===== src/design/hsl_pkg.sv =====
package hsl_pkg;

	localparam int SEG_N  = 8;
	localparam int SEG_W  = 3;
	localparam int SR_W   = 24;
	localparam int RES_W  = 23;
	localparam int DR_W   = 22;
	localparam int HUM_W  = 14;
	localparam int DH_W   = 11;
	localparam int NUM2_W = 34;
	localparam int DIV_W  = 29;
	localparam int Q_W    = 7;

	localparam logic [SR_W-1:0]  SR_RESET = 24'd1040000;
	localparam logic [RES_W-1:0] RES_MAX  = 23'd5764705;

	typedef logic [RES_W-1:0]  res_arr_t [SEG_N+1];
	typedef logic [HUM_W-1:0]  hum_arr_t [SEG_N+1];
	typedef logic [RES_W-1:0]  lo_arr_t  [SEG_N];
	typedef logic [DH_W-1:0]   dh_arr_t  [SEG_N];
	typedef logic [NUM2_W-1:0] top_arr_t [SEG_N];
	typedef logic [DIV_W-1:0]  div_arr_t [SEG_N];

	// breakpoints, high to low resistance; humidity in hundredths of a percent
	localparam res_arr_t SEG_RES = '{
		23'd5764705, 23'd2588235, 23'd1000000, 23'd629411, 23'd100000,
		23'd84117, 23'd47058, 23'd10000, 23'd3117
	};
	localparam hum_arr_t SEG_HUM = '{
		14'd2272, 14'd2727, 14'd3000, 14'd3727, 14'd4863,
		14'd5227, 14'd6272, 14'd7272, 14'd9272
	};

	function automatic lo_arr_t mk_lo();
		lo_arr_t a;
		for (int i = 0; i < SEG_N; i++) a[i] = SEG_RES[i+1];
		return a;
	endfunction

	function automatic dh_arr_t mk_dh();
		dh_arr_t a;
		for (int i = 0; i < SEG_N; i++) a[i] = DH_W'(SEG_HUM[i+1] - SEG_HUM[i]);
		return a;
	endfunction

	// hum_hi * width of segment
	function automatic top_arr_t mk_top();
		top_arr_t a;
		for (int i = 0; i < SEG_N; i++)
			a[i] = NUM2_W'(SEG_HUM[i+1]) * NUM2_W'(SEG_RES[i] - SEG_RES[i+1]);
		return a;
	endfunction

	// 100 * width of segment
	function automatic div_arr_t mk_div();
		div_arr_t a;
		for (int i = 0; i < SEG_N; i++)
			a[i] = DIV_W'(100) * DIV_W'(SEG_RES[i] - SEG_RES[i+1]);
		return a;
	endfunction

	localparam lo_arr_t  SEG_LO  = mk_lo();
	localparam dh_arr_t  SEG_DH  = mk_dh();
	localparam top_arr_t SEG_TOP = mk_top();
	localparam div_arr_t SEG_DIV = mk_div();

	typedef struct packed {
		logic [NUM2_W-1:0] num;
		logic [DIV_W-1:0]  div;
		logic              oor;
	} seg_out_t;

endpackage


===== src/design/humidity_sensor_linearizer_unit.sv =====
// Humidity sensor linearizer. Each transfer on the s_ side carries one
// converter reading of a resistive humidity sensor in a divider with the
// series resistor set through cfg_wen/cfg_wdata (ohms, reset 1040000). The
// sensor resistance sample*R/(2^ADC_BITS - sample) is mapped through an
// 8-segment piecewise-linear table and the humidity comes out truncated to
// whole percent on m_tdata; m_tuser flags a resistance outside
// 3117..5764705 ohms, with humidity 0. One sample is taken every cycle
// while m_tready does not hold the output back; the pipeline is the resistance
// divider, a product stage followed by one quotient bit per stage over
// ADC_BITS+24 stages, plus four table/multiply stages and seven stages of
// the final division.
// Write the resistor only while no sample is in flight.
module humidity_sensor_linearizer_unit #(
	parameter int ADC_BITS = 10
) (
	input  logic                             clk,
	input  logic                             arst_n,
	input  logic                             cfg_wen,
	input  logic [hsl_pkg::SR_W-1:0]         cfg_wdata,
	input  logic                             s_tvalid,
	output logic                             s_tready,
	input  logic [((ADC_BITS+7)/8)*8-1:0]    s_tdata,   // adc_sample
	output logic                             m_tvalid,
	input  logic                             m_tready,
	output logic [7:0]                       m_tdata,   // humidity_percent
	output logic                             m_tuser    // out_of_range
);
	import hsl_pkg::*;

	logic [SR_W-1:0]  series_resistance_q;
	logic             div_valid, div_ready;
	logic [RES_W-1:0] res;
	logic             seg_valid, seg_ready;
	seg_out_t         seg_data;
	logic [Q_W-1:0]   hum;

	always_ff @(posedge clk or negedge arst_n) begin
		if (!arst_n) begin
			series_resistance_q <= SR_RESET;
		end else if (cfg_wen) begin
			series_resistance_q <= cfg_wdata;
		end
	end

	hsl_rdiv #(
		.ADC_BITS (ADC_BITS)
	) u_rdiv (
		.clk       (clk),
		.arst_n    (arst_n),
		.in_valid  (s_tvalid),
		.in_ready  (s_tready),
		.sample    (s_tdata[ADC_BITS-1:0]),
		.rs        (series_resistance_q),
		.out_valid (div_valid),
		.out_ready (div_ready),
		.r         (res)
	);

	hsl_seg u_seg (
		.clk       (clk),
		.arst_n    (arst_n),
		.in_valid  (div_valid),
		.in_ready  (div_ready),
		.r         (res),
		.out_valid (seg_valid),
		.out_ready (seg_ready),
		.dout      (seg_data)
	);

	hsl_qdiv u_qdiv (
		.clk       (clk),
		.arst_n    (arst_n),
		.in_valid  (seg_valid),
		.in_ready  (seg_ready),
		.din       (seg_data),
		.out_valid (m_tvalid),
		.out_ready (m_tready),
		.hum       (hum),
		.oor       (m_tuser)
	);

	assign m_tdata = {1'b0, hum};

endmodule


===== src/design/hsl_rdiv.sv =====
// resistance = sample * rs / (2^ADC_BITS - sample), one quotient bit per stage
module hsl_rdiv #(
	parameter int ADC_BITS = 10
) (
	input  logic                       clk,
	input  logic                       arst_n,
	input  logic                       in_valid,
	output logic                       in_ready,
	input  logic [ADC_BITS-1:0]        sample,
	input  logic [hsl_pkg::SR_W-1:0]   rs,
	output logic                       out_valid,
	input  logic                       out_ready,
	output logic [hsl_pkg::RES_W-1:0]  r
);
	import hsl_pkg::*;

	localparam int NUM_W = ADC_BITS + SR_W;
	localparam int DEN_W = ADC_BITS + 1;
	localparam int LAST  = NUM_W;

	logic             v_s   [0:LAST];
	logic             rdy   [0:LAST];
	logic [NUM_W-1:0] nq_s  [0:LAST];
	logic [DEN_W-1:0] rem_s [0:LAST-1];
	logic [DEN_W-1:0] den_s [0:LAST-1];

	assign in_ready  = rdy[0];
	assign out_valid = v_s[LAST];
	assign rdy[0]    = !v_s[0] || rdy[1];
	assign rdy[LAST] = !v_s[LAST] || out_ready;

	// quotient wider than the table saturates, it is out of range anyway
	assign r = (|nq_s[LAST][NUM_W-1:RES_W]) ? {RES_W{1'b1}} : nq_s[LAST][RES_W-1:0];

	always_ff @(posedge clk or negedge arst_n) begin
		if (!arst_n) begin
			v_s[0] <= 1'b0;
		end else if (rdy[0]) begin
			v_s[0] <= in_valid;
		end
	end

	always_ff @(posedge clk) begin
		if (rdy[0]) begin
			nq_s[0]  <= NUM_W'(sample) * NUM_W'(rs);
			rem_s[0] <= '0;
			den_s[0] <= {1'b1, {ADC_BITS{1'b0}}} - {1'b0, sample};
		end
	end

	genvar k;
	generate
		for (k = 1; k <= LAST; k++) begin : g_stage
			logic [DEN_W:0]   trial;
			logic             ge;
			logic [DEN_W:0]   diff;

			if (k < LAST) begin : g_rdy
				assign rdy[k] = !v_s[k] || rdy[k+1];
			end

			assign trial  = {rem_s[k-1], nq_s[k-1][NUM_W-1]};
			assign ge     = trial >= {1'b0, den_s[k-1]};
			assign diff   = trial - {1'b0, den_s[k-1]};

			always_ff @(posedge clk or negedge arst_n) begin
				if (!arst_n) begin
					v_s[k] <= 1'b0;
				end else if (rdy[k]) begin
					v_s[k] <= v_s[k-1];
				end
			end

			always_ff @(posedge clk) begin
				if (rdy[k]) begin
					nq_s[k] <= {nq_s[k-1][NUM_W-2:0], ge};
				end
			end

			if (k < LAST) begin : g_rem
				always_ff @(posedge clk) begin
					if (rdy[k]) begin
						rem_s[k] <= ge ? diff[DEN_W-1:0] : trial[DEN_W-1:0];
						den_s[k] <= den_s[k-1];
					end
				end
			end
		end
	endgenerate

endmodule


===== src/design/hsl_seg.sv =====
// segment lookup and interpolation numerator, four stages
module hsl_seg (
	input  logic                       clk,
	input  logic                       arst_n,
	input  logic                       in_valid,
	output logic                       in_ready,
	input  logic [hsl_pkg::RES_W-1:0]  r,
	output logic                       out_valid,
	input  logic                       out_ready,
	output hsl_pkg::seg_out_t          dout
);
	import hsl_pkg::*;

	logic v_s1, v_s2, v_s3, v_s4;
	logic rdy1, rdy2, rdy3, rdy4;

	logic [SEG_W-1:0]  seg_s1, seg_s2, seg_s3;
	logic [RES_W-1:0]  r_s1;
	logic              oor_s1, oor_s2, oor_s3;
	logic [DR_W-1:0]   rl_s2;
	logic [NUM2_W-1:0] prod_s3;
	seg_out_t          out_s4;

	logic [SEG_W-1:0] seg_sel;
	logic             oor_sel;
	logic [RES_W-1:0] rl_full;

	assign rdy4      = !v_s4 || out_ready;
	assign rdy3      = !v_s3 || rdy4;
	assign rdy2      = !v_s2 || rdy3;
	assign rdy1      = !v_s1 || rdy2;
	assign in_ready  = rdy1;
	assign out_valid = v_s4;
	assign dout      = out_s4;

	// on a shared end the lower index (higher resistance) wins
	always_comb begin
		oor_sel = (r > RES_MAX) || (r < SEG_LO[SEG_N-1]);
		seg_sel = '0;
		for (int i = SEG_N - 1; i >= 0; i--) begin
			if (r >= SEG_LO[i]) seg_sel = SEG_W'(i);
		end
	end

	assign rl_full = r_s1 - SEG_LO[seg_s1];

	always_ff @(posedge clk or negedge arst_n) begin
		if (!arst_n) begin
			v_s1 <= 1'b0;
			v_s2 <= 1'b0;
			v_s3 <= 1'b0;
			v_s4 <= 1'b0;
		end else begin
			if (rdy1) v_s1 <= in_valid;
			if (rdy2) v_s2 <= v_s1;
			if (rdy3) v_s3 <= v_s2;
			if (rdy4) v_s4 <= v_s3;
		end
	end

	always_ff @(posedge clk) begin
		if (rdy1) begin
			seg_s1 <= seg_sel;
			r_s1   <= r;
			oor_s1 <= oor_sel;
		end
		if (rdy2) begin
			seg_s2 <= seg_s1;
			oor_s2 <= oor_s1;
			rl_s2  <= rl_full[DR_W-1:0];
		end
		if (rdy3) begin
			seg_s3  <= seg_s2;
			oor_s3  <= oor_s2;
			prod_s3 <= NUM2_W'(rl_s2) * NUM2_W'(SEG_DH[seg_s2]);
		end
		if (rdy4) begin
			// zero numerator gives a zero quotient when out of range
			out_s4.num <= oor_s3 ? '0 : SEG_TOP[seg_s3] - prod_s3;
			out_s4.div <= SEG_DIV[seg_s3];
			out_s4.oor <= oor_s3;
		end
	end

endmodule


===== src/design/hsl_qdiv.sv =====
// num / div restoring division, one quotient bit per stage, MSB first
module hsl_qdiv (
	input  logic                     clk,
	input  logic                     arst_n,
	input  logic                     in_valid,
	output logic                     in_ready,
	input  hsl_pkg::seg_out_t        din,
	output logic                     out_valid,
	input  logic                     out_ready,
	output logic [hsl_pkg::Q_W-1:0]  hum,
	output logic                     oor
);
	import hsl_pkg::*;

	localparam int LAST = Q_W - 1;
	localparam int SHW  = DIV_W + Q_W - 1;

	logic              v_s   [0:LAST];
	logic              rdy   [0:LAST];
	logic [NUM2_W-1:0] rem_s [0:LAST];
	logic [Q_W-1:0]    q_s   [0:LAST];
	logic              oor_s [0:LAST];
	logic [DIV_W-1:0]  div_s [0:LAST-1];

	assign in_ready  = rdy[0];
	assign out_valid = v_s[LAST];
	assign hum       = q_s[LAST];
	assign oor       = oor_s[LAST];
	assign rdy[LAST] = !v_s[LAST] || out_ready;

	genvar j;
	generate
		for (j = 0; j <= LAST; j++) begin : g_stage
			logic              v_in;
			logic [NUM2_W-1:0] rem_in;
			logic [DIV_W-1:0]  div_in;
			logic [Q_W-1:0]    q_in;
			logic              oor_in;
			logic [SHW-1:0]    shifted;
			logic [SHW-1:0]    diff;
			logic              ge;

			if (j == 0) begin : g_first
				assign v_in   = in_valid;
				assign rem_in = din.num;
				assign div_in = din.div;
				assign q_in   = '0;
				assign oor_in = din.oor;
			end else begin : g_next
				assign v_in   = v_s[j-1];
				assign rem_in = rem_s[j-1];
				assign div_in = div_s[j-1];
				assign q_in   = q_s[j-1];
				assign oor_in = oor_s[j-1];
			end

			if (j < LAST) begin : g_rdy
				assign rdy[j] = !v_s[j] || rdy[j+1];
				always_ff @(posedge clk) begin
					if (rdy[j]) div_s[j] <= div_in;
				end
			end

			assign shifted = SHW'(div_in) << (LAST - j);
			assign ge      = SHW'(rem_in) >= shifted;
			assign diff    = SHW'(rem_in) - shifted;

			always_ff @(posedge clk or negedge arst_n) begin
				if (!arst_n) begin
					v_s[j] <= 1'b0;
				end else if (rdy[j]) begin
					v_s[j] <= v_in;
				end
			end

			always_ff @(posedge clk) begin
				if (rdy[j]) begin
					rem_s[j] <= ge ? diff[NUM2_W-1:0] : rem_in;
					q_s[j]   <= {q_in[Q_W-2:0], ge};
					oor_s[j] <= oor_in;
				end
			end
		end
	endgenerate

endmodule


===== config.mk =====
export PLATFORM = sky130hd
export DESIGN_NAME = humidity_sensor_linearizer_unit
export DESIGN_NICKNAME = d
export VERILOG_FILES = /design/src/design/hsl_pkg.sv /design/src/design/humidity_sensor_linearizer_unit.sv /design/src/design/hsl_rdiv.sv /design/src/design/hsl_seg.sv /design/src/design/hsl_qdiv.sv
export SDC_FILE = /design/constraint.sdc
export NUM_CORES = 2
export LEC_CHECK = 0
export BUFFER_PORTS_ARGS = -buffer_cell sky130_fd_sc_hd__buf_2
export CORE_ASPECT_RATIO = 1.1
export CORE_UTILIZATION = 50
export CTS_BUF_LIST = sky130_fd_sc_hd__clkbuf_4
export CTS_CLUSTER_DIAMETER = 40
export DETAILED_ROUTE_END_ITERATION = 8
export GPL_TIMING_DRIVEN = 0
export PLACE_DENSITY = 0.68
export SLEW_MARGIN = 20
export SYNTH_ARGS = -nofsm -noshare
export SYNTH_HDL_FRONTEND = slang
export SYNTH_SLANG_ARGS = --single-unit

===== constraint.sdc =====
create_clock -name clk -period 10.3 [get_ports clk]
set_input_delay 1.03 -clock clk [delete_from_list [all_inputs] [get_ports clk]]
set_output_delay 1.03 -clock clk [all_outputs]
set_load 0.005 [all_outputs]

==> results.cfg <==
[drt]
via_per_inst = 5.339
wl_per_cell_um = 18.01
remaining_drc_errors = 0
ant_nets = 0
vias = 76070
totalWireLength_um = 256600
dr.pass1.iters = 5
drt_iter0_drc = 4726

[synthesis]
postSynthCellCount = 9743
post-synth-top-area-cell = edfxtp_1
ys_ff_latch = 2528
avgSynthCellArea_um2 = 12.90
muxShareOfSynthArea = 0.02105
netlist_area_um2 = 125700
synth_area_leaders = edfxtp_1 59%, ha_1 7.4%, fa_1 6.3%
synth_simple_gate_area_frac = 0.09583
synth_nets = 10930
yosys.cell_count.top_type = edfxtp_1
synth_top_area_share = 0.5874
synth-seq-area-share = 0.6015
synth_async_sr_flop_share = 0.02769
synth-xor-area-share = 0.01805
synth.distinct_cells = 91
synth_edf_count = 2458
synth_top_family_by_area = adder cells
synthAdderAreaFrac = 0.1370
synth_compound_area_frac = 0.08209
synth-main-ff-cell = edfxtp_1
netlist_top_cells_count = 2458 x edfxtp_1, 1284 x inv_1, 747 x ha_1
yosysWarnings = 0

[setup_path]
rr_worst_depth = 24
setup.worst_path.start = u_qdiv.out_valid
cp-end-kind = output pin
worstSetupPathType = flop to output pin
path_max_fanout = 45
reg2reg_slack_ns = 2.87
r2r_end = u_seg.prod_s3[32]
worstPathArrival_ns = 7.96
cp.required_ns = 9.27
slowest_stage = nand4_1
cpPeakStageDelay_ns = 0.74
timing.critical_path.mode_cell = nor2_1
worstSetupStartpointType = flop
r2r-start = u_seg.seg_s2[1]
crit_chain = nand2b_1 -> nor2_1 -> inv_4 -> nor2_1 -> and3_1 -> and3_1 -> and2_1 -> nand3_4 -> buf_16 -> nor2_2 -> nand4_1 -> buf_8 -> nor2_1 -> nand2_2 -> buf_12 -> buf_2

[clock_network]
clkTransAtPathRegs_ns = 0.07
cts_max_level = 6
cts.sinks = 2528
numCtsBuffers = 637
cts_resized = 0
worstSkewPairLatency_ns = 1.32
cts_tree = yes
root_buffer = clkbuf_4
clk_path_buf_depth = 4

[cells_and_area]
drive_gt1_frac = 0.1272
fillers = 20430
final_core_util = 0.5597
layout.nets = 11680
multi_input_area_um2 = 44730
syn_to_final_growth_pct = 11.07
regArea_um2 = 75580

[placed_design]
hpwl_um = 189600
portBuffers = 39
post-place-ws_ns = 1.560
place_congestion = 0.9084

[hold_path]
hold_class = input pin to asynchronous set/reset pin

[sta]
setup_viol = 0
tightest_slew_ns = 0.9276
max_slew_margin = 0.3759
rsz0062_at_grt = no
period_needed_ns = 8.990
fin_tns_setup_ns = 0
min_period_over_period = 0.8728
finalHoldViolations = 0
worst_slack_ns = 1.310
finalMaxSlewViolations = 0
fmax_mhz = 111.2
clock_skew_ns = 0.1453

[die]
num_rows = 192
fp.dieW_um = 480.0
core_um2 = 249400
die_h_um = 527.8
initial_core_util = 0.5039
die_area_um2 = 253300
pin_count = 56

[grt]
grt_pass1_wl_um = 412500
antenna_found_initial = 9
grt_pass1_vias = 79220
grt-ovfl-total = 0
grt_max_degree = 66
grt.total_usage = 0.2038

[power_and_ir_drop]
powerDensity_nw_per_um2 = 261.6
cellLeakagePower_nw = 58.61
ir_drop_v = 0.0003905

[run]
drv_cap = 0

[status]
status = completed
## where the power goes
group | internal [mW] | switching [mW]
clock | 4.43 | 3.88
combinational | 4.70 | 6.71
sequential | 15.5 | 1.24
## through the flow
step | power [mW] | hold WS (ns) | std cells | cell area (um2)
2_1_floorplan | 24.67 | 0.4003 | 9743 | 125700
3_3_place_gp | 27.94 | 0.4005 | 13080 | 130000
3_5_place_dp | 28.34 | 0.4045 | 13130 | 131200
4_1_cts | 36.90 | 0.02369 | 14250 | 139600
5_1_grt | 38.94 | 0.1475 | 14250 | 139600
6_report | 36.50 | 0.2340 | 14250 | 139600
## cell usage in the layout (no fill, tap or decap), drive strengths merged, types with 217 or more instances in the layout
cell and instances:
a21oi 240, edfxtp 2458, clkbuf 1031, nor2 677, nand2 714, and2 217, a21boi 231, fa 393
inv 1296, ha 747, o21ai 523, nand3 227
## worst max path at each step
stage                          end  slack [ns]  cells after the start
after global placement    s_tready       -3.73                     14
after CTS                 s_tready        0.96                     16
after detailed placement  s_tready        1.56                     17
after floorplan           s_tready        0.57                     12
final                     s_tready        1.31                     16
after global routing      s_tready        0.67                     16
## per-layer routing
layer / GRT usage / up-vias / wire (um)
met1: 0.2494 / 37000 / 106700
met2: 0.3549 / 1903 / 129000
met5: 0 / - / 78
li1: - / 36620 / -
met4: 0.08763 / 12 / 9150
met3: 0.03408 / 540 / 11670
## area by class of cell
cell class / instances / area share
Antenna cell: 4 / 0.00007172
Buffer: 186 / 0.005505
Clock buffer: 902 / 0.04852
Inverter: 1285 / 0.03478
Tap cell: 3298 / 0.02957
Timing Repair Buffer: 114 / 0.01053
Multi-Input combinational cell: 5744 / 0.3205
Sequential cell: 2528 / 0.5415
Clock inverter: 188 / 0.009010
## flip-flops by register name, indices dropped and copies added (netlist names), 3 cells and up
register / cells
u_qdiv.rem_s: 204
u_rdiv.den_s: 374
u_qdiv.oor_s: 7
series_resistance_q: 24
u_rdiv.rem_s: 363
u_seg.seg_s3: 3
u_seg.prod_s3: 33
u_seg.dout: 59
u_rdiv.nq_s: 1190
u_seg.seg_s1: 3
u_qdiv.g_stage.v_in: 6
u_rdiv.v_s: 34
u_seg.rl_s2: 22
u_qdiv.q_s: 28
u_qdiv.div_s: 144
u_seg.r_s1: 22
u_seg.seg_s2: 3
## worst max-delay path, delay by kind of cell (launching register included)
kind                   cells  cell delay (ns)
buffers and inverters      5             1.22
AND/OR/NAND/NOR           11             5.11
flip-flops                 1             0.38
## cells by family (layout without fill, tap and decap cells)
family | count (synthesis) | count (layout)
compound gates | 1595 | 1595
xor+xnor | 259 | 259
fa+ha+maj | 1140 | 1140
buf+inv | 1471 | 2675
flops | 2528 | 2528
mux | 243 | 243
other cells | 1 | 5
simple gates | 2506 | 2506
## what timing repair did
item / CTS / global route
hold endpoints to repair: 62 / 0
hold buffers: 28 / 0
buffers inserted: 0 / 0
Power figures use the tool's default switching activity.
